<file path="src/rtl/cci_pkg.sv">
// ----------------------------------------------------------------------------
// cci_pkg
// Shared constants, request/result types and controller-datapath interface
// of the calibration coefficient interpolator.
// ----------------------------------------------------------------------------
`default_nettype none

package cci_pkg;

    localparam int TABLE_DEPTH = 64;
    localparam int IDX_W       = $clog2(TABLE_DEPTH);
    localparam int CNT_W       = $clog2(TABLE_DEPTH + 1);

    localparam int EPOCH_W     = 33;
    localparam int COEFF_W     = 24;
    localparam int FRAC_W      = 16;
    localparam int PROD_W      = EPOCH_W + COEFF_W;
    localparam int DIV_CNT_W   = $clog2(COEFF_W);

    typedef enum logic [1:0] {
        REQ_CLEAR  = 2'd0,
        REQ_APPEND = 2'd1,
        REQ_QUERY  = 2'd2
    } t_req_type;

    typedef enum logic [1:0] {
        ST_DONE  = 2'd0,
        ST_EMPTY = 2'd1,
        ST_FULL  = 2'd2
    } t_status;

    typedef enum logic [1:0] {
        M_CLAMP_LO = 2'd0,
        M_CLAMP_HI = 2'd1,
        M_SAME_DAY = 2'd2,
        M_INTERP   = 2'd3
    } t_method;

    typedef struct packed {
        t_req_type            req_type;
        logic [EPOCH_W-1:0]   entry_epoch;
        logic [COEFF_W-1:0]   entry_coeff;
        logic [EPOCH_W-1:0]   query_mjd;
    } t_req;

    typedef struct packed {
        logic [COEFF_W-1:0]   coeff_out;
        t_status              status;
        t_method              method;
    } t_res;

    typedef struct packed {
        logic [EPOCH_W-1:0]   epoch;
        logic [COEFF_W-1:0]   coeff;
    } t_point;

    typedef enum logic [2:0] {
        RD_NONE = 3'd0,
        RD_ZERO = 3'd1,
        RD_ONE  = 3'd2,
        RD_NEXT = 3'd3,
        RD_PREV = 3'd4,
        RD_LAST = 3'd5
    } t_rd_src;

    typedef enum logic [2:0] {
        RES_ZERO   = 3'd0,
        RES_FULL   = 3'd1,
        RES_EMPTY  = 3'd2,
        RES_POINT  = 3'd3,
        RES_INTERP = 3'd4
    } t_res_kind;

    typedef enum logic [3:0] {
        S_IDLE,
        S_FIRST,
        S_LAST,
        S_DAY,
        S_FIND,
        S_LO,
        S_MUL,
        S_DIVGO,
        S_DIV,
        S_RESULT
    } t_state;

    typedef struct packed {
        logic       accept;
        logic       count_clr;
        logic       wr_en;
        t_rd_src    rd_src;
        logic       hi_ld;
        logic       lo_ld;
        logic       mul_ld;
        logic       div_start;
        logic       res_ld;
        t_res_kind  res_kind;
        t_method    method;
        logic       out_ld;
    } t_dp_cmd;

    typedef struct packed {
        logic count_zero;
        logic count_full;
        logic q_le;
        logic q_ge;
        logic q_lt;
        logic day_eq;
        logic idx_last;
        logic div_done;
        logic out_free;
    } t_dp_sts;

endpackage

`default_nettype wire

</file>
<file path="src/rtl/cci_ctrl.sv">
// ----------------------------------------------------------------------------
// cci_ctrl
// Controller: decodes each request and sequences the table scans, the
// interpolation arithmetic and the result hand-off.
// ----------------------------------------------------------------------------
`default_nettype none

module cci_ctrl (
    input  wire logic                   i_clk,
    input  wire logic                   i_rst_n,
    input  wire logic                   i_in_valid,
    input  wire cci_pkg::t_req_type     i_req_type,
    input  wire cci_pkg::t_dp_sts       i_sts,
    output logic                        o_in_ready,
    output cci_pkg::t_dp_cmd            o_cmd
);
    import cci_pkg::*;

    t_state r_state;
    t_state n_state;

    always_ff @(posedge i_clk) begin
        if (!i_rst_n) begin
            r_state <= S_IDLE;
        end else begin
            r_state <= n_state;
        end
    end

    always_comb begin
        n_state    = r_state;
        o_cmd      = '0;
        o_in_ready = 1'b0;
        unique case (r_state)
            S_IDLE: begin
                o_in_ready = 1'b1;
                if (i_in_valid) begin
                    o_cmd.accept = 1'b1;
                    o_cmd.res_ld = 1'b1;
                    n_state      = S_RESULT;
                    unique case (i_req_type)
                        REQ_CLEAR: begin
                            o_cmd.count_clr = 1'b1;
                        end
                        REQ_APPEND: begin
                            if (i_sts.count_full) begin
                                o_cmd.res_kind = RES_FULL;
                            end else begin
                                o_cmd.wr_en = 1'b1;
                            end
                        end
                        REQ_QUERY: begin
                            if (i_sts.count_zero) begin
                                o_cmd.res_kind = RES_EMPTY;
                            end else begin
                                o_cmd.res_ld = 1'b0;
                                o_cmd.rd_src = RD_ZERO;
                                n_state      = S_FIRST;
                            end
                        end
                        default: begin
                        end
                    endcase
                end
            end
            S_FIRST: begin
                if (i_sts.q_le) begin
                    o_cmd.res_ld   = 1'b1;
                    o_cmd.res_kind = RES_POINT;
                    o_cmd.method   = M_CLAMP_LO;
                    n_state        = S_RESULT;
                end else begin
                    o_cmd.rd_src = RD_LAST;
                    n_state      = S_LAST;
                end
            end
            S_LAST: begin
                if (i_sts.q_ge) begin
                    o_cmd.res_ld   = 1'b1;
                    o_cmd.res_kind = RES_POINT;
                    o_cmd.method   = M_CLAMP_HI;
                    n_state        = S_RESULT;
                end else begin
                    o_cmd.rd_src = RD_ZERO;
                    n_state      = S_DAY;
                end
            end
            S_DAY: begin
                if (i_sts.day_eq) begin
                    o_cmd.res_ld   = 1'b1;
                    o_cmd.res_kind = RES_POINT;
                    o_cmd.method   = M_SAME_DAY;
                    n_state        = S_RESULT;
                end else if (i_sts.idx_last) begin
                    o_cmd.rd_src = RD_ONE;
                    n_state      = S_FIND;
                end else begin
                    o_cmd.rd_src = RD_NEXT;
                end
            end
            S_FIND: begin
                if (i_sts.q_lt) begin
                    o_cmd.hi_ld  = 1'b1;
                    o_cmd.rd_src = RD_PREV;
                    n_state      = S_LO;
                end else begin
                    o_cmd.rd_src = RD_NEXT;
                end
            end
            S_LO: begin
                o_cmd.lo_ld = 1'b1;
                n_state     = S_MUL;
            end
            S_MUL: begin
                o_cmd.mul_ld = 1'b1;
                n_state      = S_DIVGO;
            end
            S_DIVGO: begin
                o_cmd.div_start = 1'b1;
                n_state         = S_DIV;
            end
            S_DIV: begin
                if (i_sts.div_done) begin
                    o_cmd.res_ld   = 1'b1;
                    o_cmd.res_kind = RES_INTERP;
                    n_state        = S_RESULT;
                end
            end
            S_RESULT: begin
                if (i_sts.out_free) begin
                    o_cmd.out_ld = 1'b1;
                    n_state      = S_IDLE;
                end
            end
            default: begin
                n_state = S_IDLE;
            end
        endcase
    end

endmodule

`default_nettype wire

</file>
<file path="config.mk">
export PLATFORM = sky130hd
export DESIGN_NAME = cci_ctrl
export DESIGN_NICKNAME = d
export VERILOG_FILES = /design/src/rtl/cci_pkg.sv /design/src/rtl/cci_ctrl.sv
export SDC_FILE = /design/constraint.sdc
export NUM_CORES = 1
export LEC_CHECK = 0
export ABC_AREA = 1
export BUFFER_PORTS_ARGS = -buffer_cell sky130_fd_sc_hd__buf_4
export CORE_MARGIN = 2
export CORE_UTILIZATION = 42
export DETAILED_ROUTE_END_ITERATION = 10
export PLACE_DENSITY = 0.88
export SLEW_MARGIN = 20
export SYNTH_ARGS = -nofsm -noshare
export SYNTH_HDL_FRONTEND = slang
export SYNTH_SLANG_ARGS = --single-unit
</file>
<file path="constraint.sdc">
create_clock -name i_clk -period 1.5 [get_ports i_clk]
set_clock_uncertainty 0.05 [all_clocks]
set_input_delay 0.15 -clock i_clk [delete_from_list [all_inputs] [get_ports i_clk]]
set_output_delay 0.15 -clock i_clk [all_outputs]
set_load 0.02 [all_outputs]
</file>
After elaboration in Yosys (flattened, before gate mapping)

Index checks and enable logic that the tools add are counted.

Multiplexer cells: 44
Equality and inequality tests: 16
Reductions and logical operators: 3

Operator list:

| kind                                                            | number |
|---|---|
| 4-bit 2-to-1 mux                                                | 12 |
| 4-bit one-hot mux with 10 select lines                          | 1 |
| 6-bit 2-to-1 mux                                                | 4 |
| 4-bit one-hot mux with 5 select lines                           | 1 |
| 1-bit 2-to-1 mux                                                | 18 |
| 4-bit by 3-bit == test with 1-bit output, second input constant | 4 |
| 3-bit one-hot mux with 5 select lines                           | 1 |
| 3-bit 2-to-1 mux                                                | 4 |
| 4-bit by 2-bit == test with 1-bit output, second input constant | 2 |
| 4-bit == test, second input constant                            | 2 |
| 2-bit != test, second input constant                            | 4 |
| 2-bit one-hot mux with 3 select lines                           | 1 |
| 5-bit AND reduction                                             | 1 |
| 4-bit by 1-bit == test with 1-bit output, second input constant | 1 |
| 4-bit zero test                                                 | 1 |
| 2-bit one-hot mux with 2 select lines                           | 1 |
| 3-bit != test, second input constant                            | 1 |
| 2-bit by 1-bit == test with 1-bit output, second input constant | 1 |
| 2-bit == test, second input constant                            | 1 |
| 2-bit zero test                                                 | 1 |
| 2-bit 2-to-1 mux                                                | 1 |

Output and inout port bits: 18
Bits in registers: 4

Depth between registers and ports, before layout

Word-level depth: 4
Depth in mapped cells: 9
Mapped depth without buffers: 9

Worst setup path before layout

No wires, ideal clock.

Path kind: register to output
From: register r_state[1]
To: output port o_cmd[3] in the netlist's numbering
Setup slack: -120 ps
Path buffers: 0
Data arrival time: 1420 ps
Stages on the path, launching flop included: 6
Path through: dfxtp_1 -> nor2_1 -> nand2_2 -> nor2_4 -> nand2_1 -> o21ai_0

RTL lines:

| item                     | RTL line       | text |
|---|---|---|
| start: declaration       | cci_ctrl.sv:19 | `t_state r_state;` |
| start signal: assignment | cci_ctrl.sv:26 | `r_state <= n_state;` |
| end: declaration         | cci_ctrl.sv:15 | `output cci_pkg::t_dp_cmd o_cmd` |

==> run_results.csv <==
group,metric,value,unit
clock_network,htree_levels,1,
worst_setup_path,worstPathArrival,1.44,ns
clock_network,root_buffer,"clkbuf_4",
global_routing,grt_max_degree,7,
global_routing,use_met2,36.5,%
worst_setup_path,worstPathRequired,1.30,ns
global_routing,antenna_found_initial,0,
timing,drv_slew,0,
clock_network,clock_latency,0.23,ns
placed_design,dpl.hpwl,1250,um
timing,finalSetupViolCount,7,
timing,fmax,609,MHz
timing,post-route-period-util,110,%
global_routing,top_usage_layer,"met2",
logic_synthesis,synth-main-ff-cell,"dfxtp_1",
clock_network,clkSinkCount,4,
worst_setup_path,crit_chain,"nor2_4 > nand2_4 > nor2_4 > nand2_2 > o21ai_1 > buf_4",
layout,n_antenna_cell,0,
power_and_ir_drop,vdd_drop_max,1160,uV
worst_setup_path,crit_top_cell,"nor2_4",
clock_network,cts_buffer_depth,2,
global_routing,grt_pass1_vias,644,
global_routing,grt_pass1_wl,2550,um
worst_setup_path,slowest_delay,0.35,ns
logic_synthesis,synth_most_common_cell,"inv_1",
logic_synthesis,synth_edf_count,0,
worst_setup_path,critPathLaunchType,"flip-flop",
timing,hold_viol,0,
logic_synthesis,ys_seq_area_share,14.3,%
layout,finalInstanceArea,1010,sq um
worst_setup_path,crit_path_end_kind,"output pin",
logic_synthesis,netlist_top_cells_count,"inv_1 (21), nand2_1 (19), nor2_1 (18)",
die,chipWidth,40.5,um
layout,largest_register,"r_state",
die,start_util,44.0,%
drt,drt_iter0_drc,20,
logic_synthesis,ys_types,18,
placed_design,place.gp.congestion,0.904,
worst_setup_path,ff2ff_setup_slack,0.16,ns
clock_network,numCtsBuffers,3,
drt,finalWirelength,1960,um
placed_design,io_buffers,31,
layout,largest_reg_flops,4,
drt,via_per_inst,5.14,
die,die_y,40.5,um
logic_synthesis,syn-num-nets,117,
logic_synthesis,syn_area,558,sq um
timing,tightest_slew,0.258,ns
layout,finish.utilization,79.3,%
die,num_rows,13,
drt,firstDrtPassIters,4,
clock_network,cts_tree,"yes",
timing,maxSlewHeadroom,82.7,%
logic_synthesis,synth_async_sr_flop_share,0,%
placed_design,post_dp_cell_area,812,sq um
global_routing,met3_usage,3.33,%
power_and_ir_drop,power.density,1340,nW/um^2
layout,synthToLayoutAreaGrowth,80.3,%
logic_synthesis,syn_inst,100,
die,fp.dieArea,1640,sq um
global_routing,gr-total-overflow,0,
layout,top_regs,"r_state x4",
drt,ant_nets,0,
power_and_ir_drop,p_total,1.35,mW
flow_run,drv_cap,0,
worst_setup_path,path_max_fanout,6,
logic_synthesis,ys.warnings.count,0,
die,core_area,1270,sq um
placed_design,pre_cts_ws,0.0592,ns
die,ios,32,
outcome,outcome,"complete, but fails checks",
timing,post-route-min-period,1.64,ns
logic_synthesis,synthTopCellsByArea,"dfxtp_1 (14%), inv_1 (14%), nand2_1 (13%), nor2_1 (12%), nand3_1 (8.1%)",
min_path,hp-class,"in2reg",
global_routing,track_usage,22.9,%
layout,fill_cells,81,
worst_setup_path,worst-setup-path-type,"reg2out",
drt,post_drt_wl_per_cell,12.5,um
layout,drive_gt1_share,53.9,%
logic_synthesis,synth-seq-cells,4,
drt,vias,802,
clock_network,path_clk_slew,0.03,ns
worst_setup_path,slowest_stage,"dfxtp_4",
logic_synthesis,syn_area_per_cell,5.58,sq um
logic_synthesis,synth_top_area_share,14.3,%
outcome,violations,"setup timing",
power_and_ir_drop,leakagePower,0.569,nW
timing,rsz0062_at_grt,"yes",
drt,drc,0,
clock_network,hold_buffers,0,
timing,setup_ws,-0.143,ns
layout,nNetsFinal,160,
logic_synthesis,synth_area_leader_cell,"dfxtp_1",
timing,whs,0.147,ns
global_routing,met1_usage,29.8,%
-- layout by cell type, fill, tap and decap left out --
cell and n:
buf_4 34, inv_1 17, nand2_1 15, nor2_1 10, nand3_1 9, nor2_4 7, nor2_2 6, nand2_2 5
a21oi_1 5, nand2_4 4, buf_6 4, ha_1 3, clkbuf_4 3, dfxtp_4 3, inv_2 2, o21ai_2 2
o21ai_0 2, inv_4 1, inv_6 1, nand3_4 1, nand3b_1 1, o21ai_1 1, nor4_2 1, a21oi_2 1
nor3_1 1, o21bai_1 1, dfxtp_2 1
-- layer usage --
layer / up-vias / share of wire, %
li1: 395 / -
met1: 372 / 42
met2: 31 / 51
met3: 4 / 4.7
met4: 0 / 2.0
met5: - / 0
-- power breakdown --
part / leakage [nW] / internal (mW) / switching, mW
combinational: 0.520 / 0.434 / 0.585
sequential: 0.0353 / 0.144 / 0.0620
clock: 0.0138 / 0.0891 / 0.0381
-- cell type report --
type	count	area [sq um]	area share, %
repair buffers	38	300	29.9
clock buffers	3	22.5	2.24
inverters	21	86.3	8.58
multi-input cells	75	485	48.3
flip-flops and latches	4	92.6	9.20
well taps	15	18.8	1.87
-- stage by stage --
step	TNS, ns	cells
floorplan	0	100
finish	-0.638	156
global placement	0	146
CTS	-0.124	152
global route	-1.09	156
detailed placement	0	146
-- kinds of logic after synthesis --
kind of cell,Yosys count,share of synthesized area [%]
buffers and inverters,21,14.1
DFF,4,14.4
and+or+nand+nor,60,52.9
adders and majority gates,3,6.73
AOI/OAI and AO/OA,12,11.9
-- repair_timing --
action | in CTS | in global routing
buffers inserted | 3 | 4
pin swaps | 2 | 5
gates resized for setup | 20 | 22
gates cloned | 0 | 0
setup endpoints to repair | 9 | 9
-- critical path, delay by kind of cell (launching register included) --
kind / cells / cell delay, ns
buffers and inverters: 1 / 0.15
AND/OR/NAND/NOR: 4 / 0.60
flip-flops: 1 / 0.35
AO/OA/AOI/OAI: 1 / 0.11
-- worst paths after layout --
check             startpoint    endpoint  cells past startpoint
setup / recovery  r_state[2]    o_cmd[3]                      6
hold / removal       i_rst_n  r_state[3]                      3
hold reg to reg   r_state[0]  r_state[0]                      3
setup reg to reg  r_state[2]  r_state[2]                      8
Power figures use the tool's default switching activity.
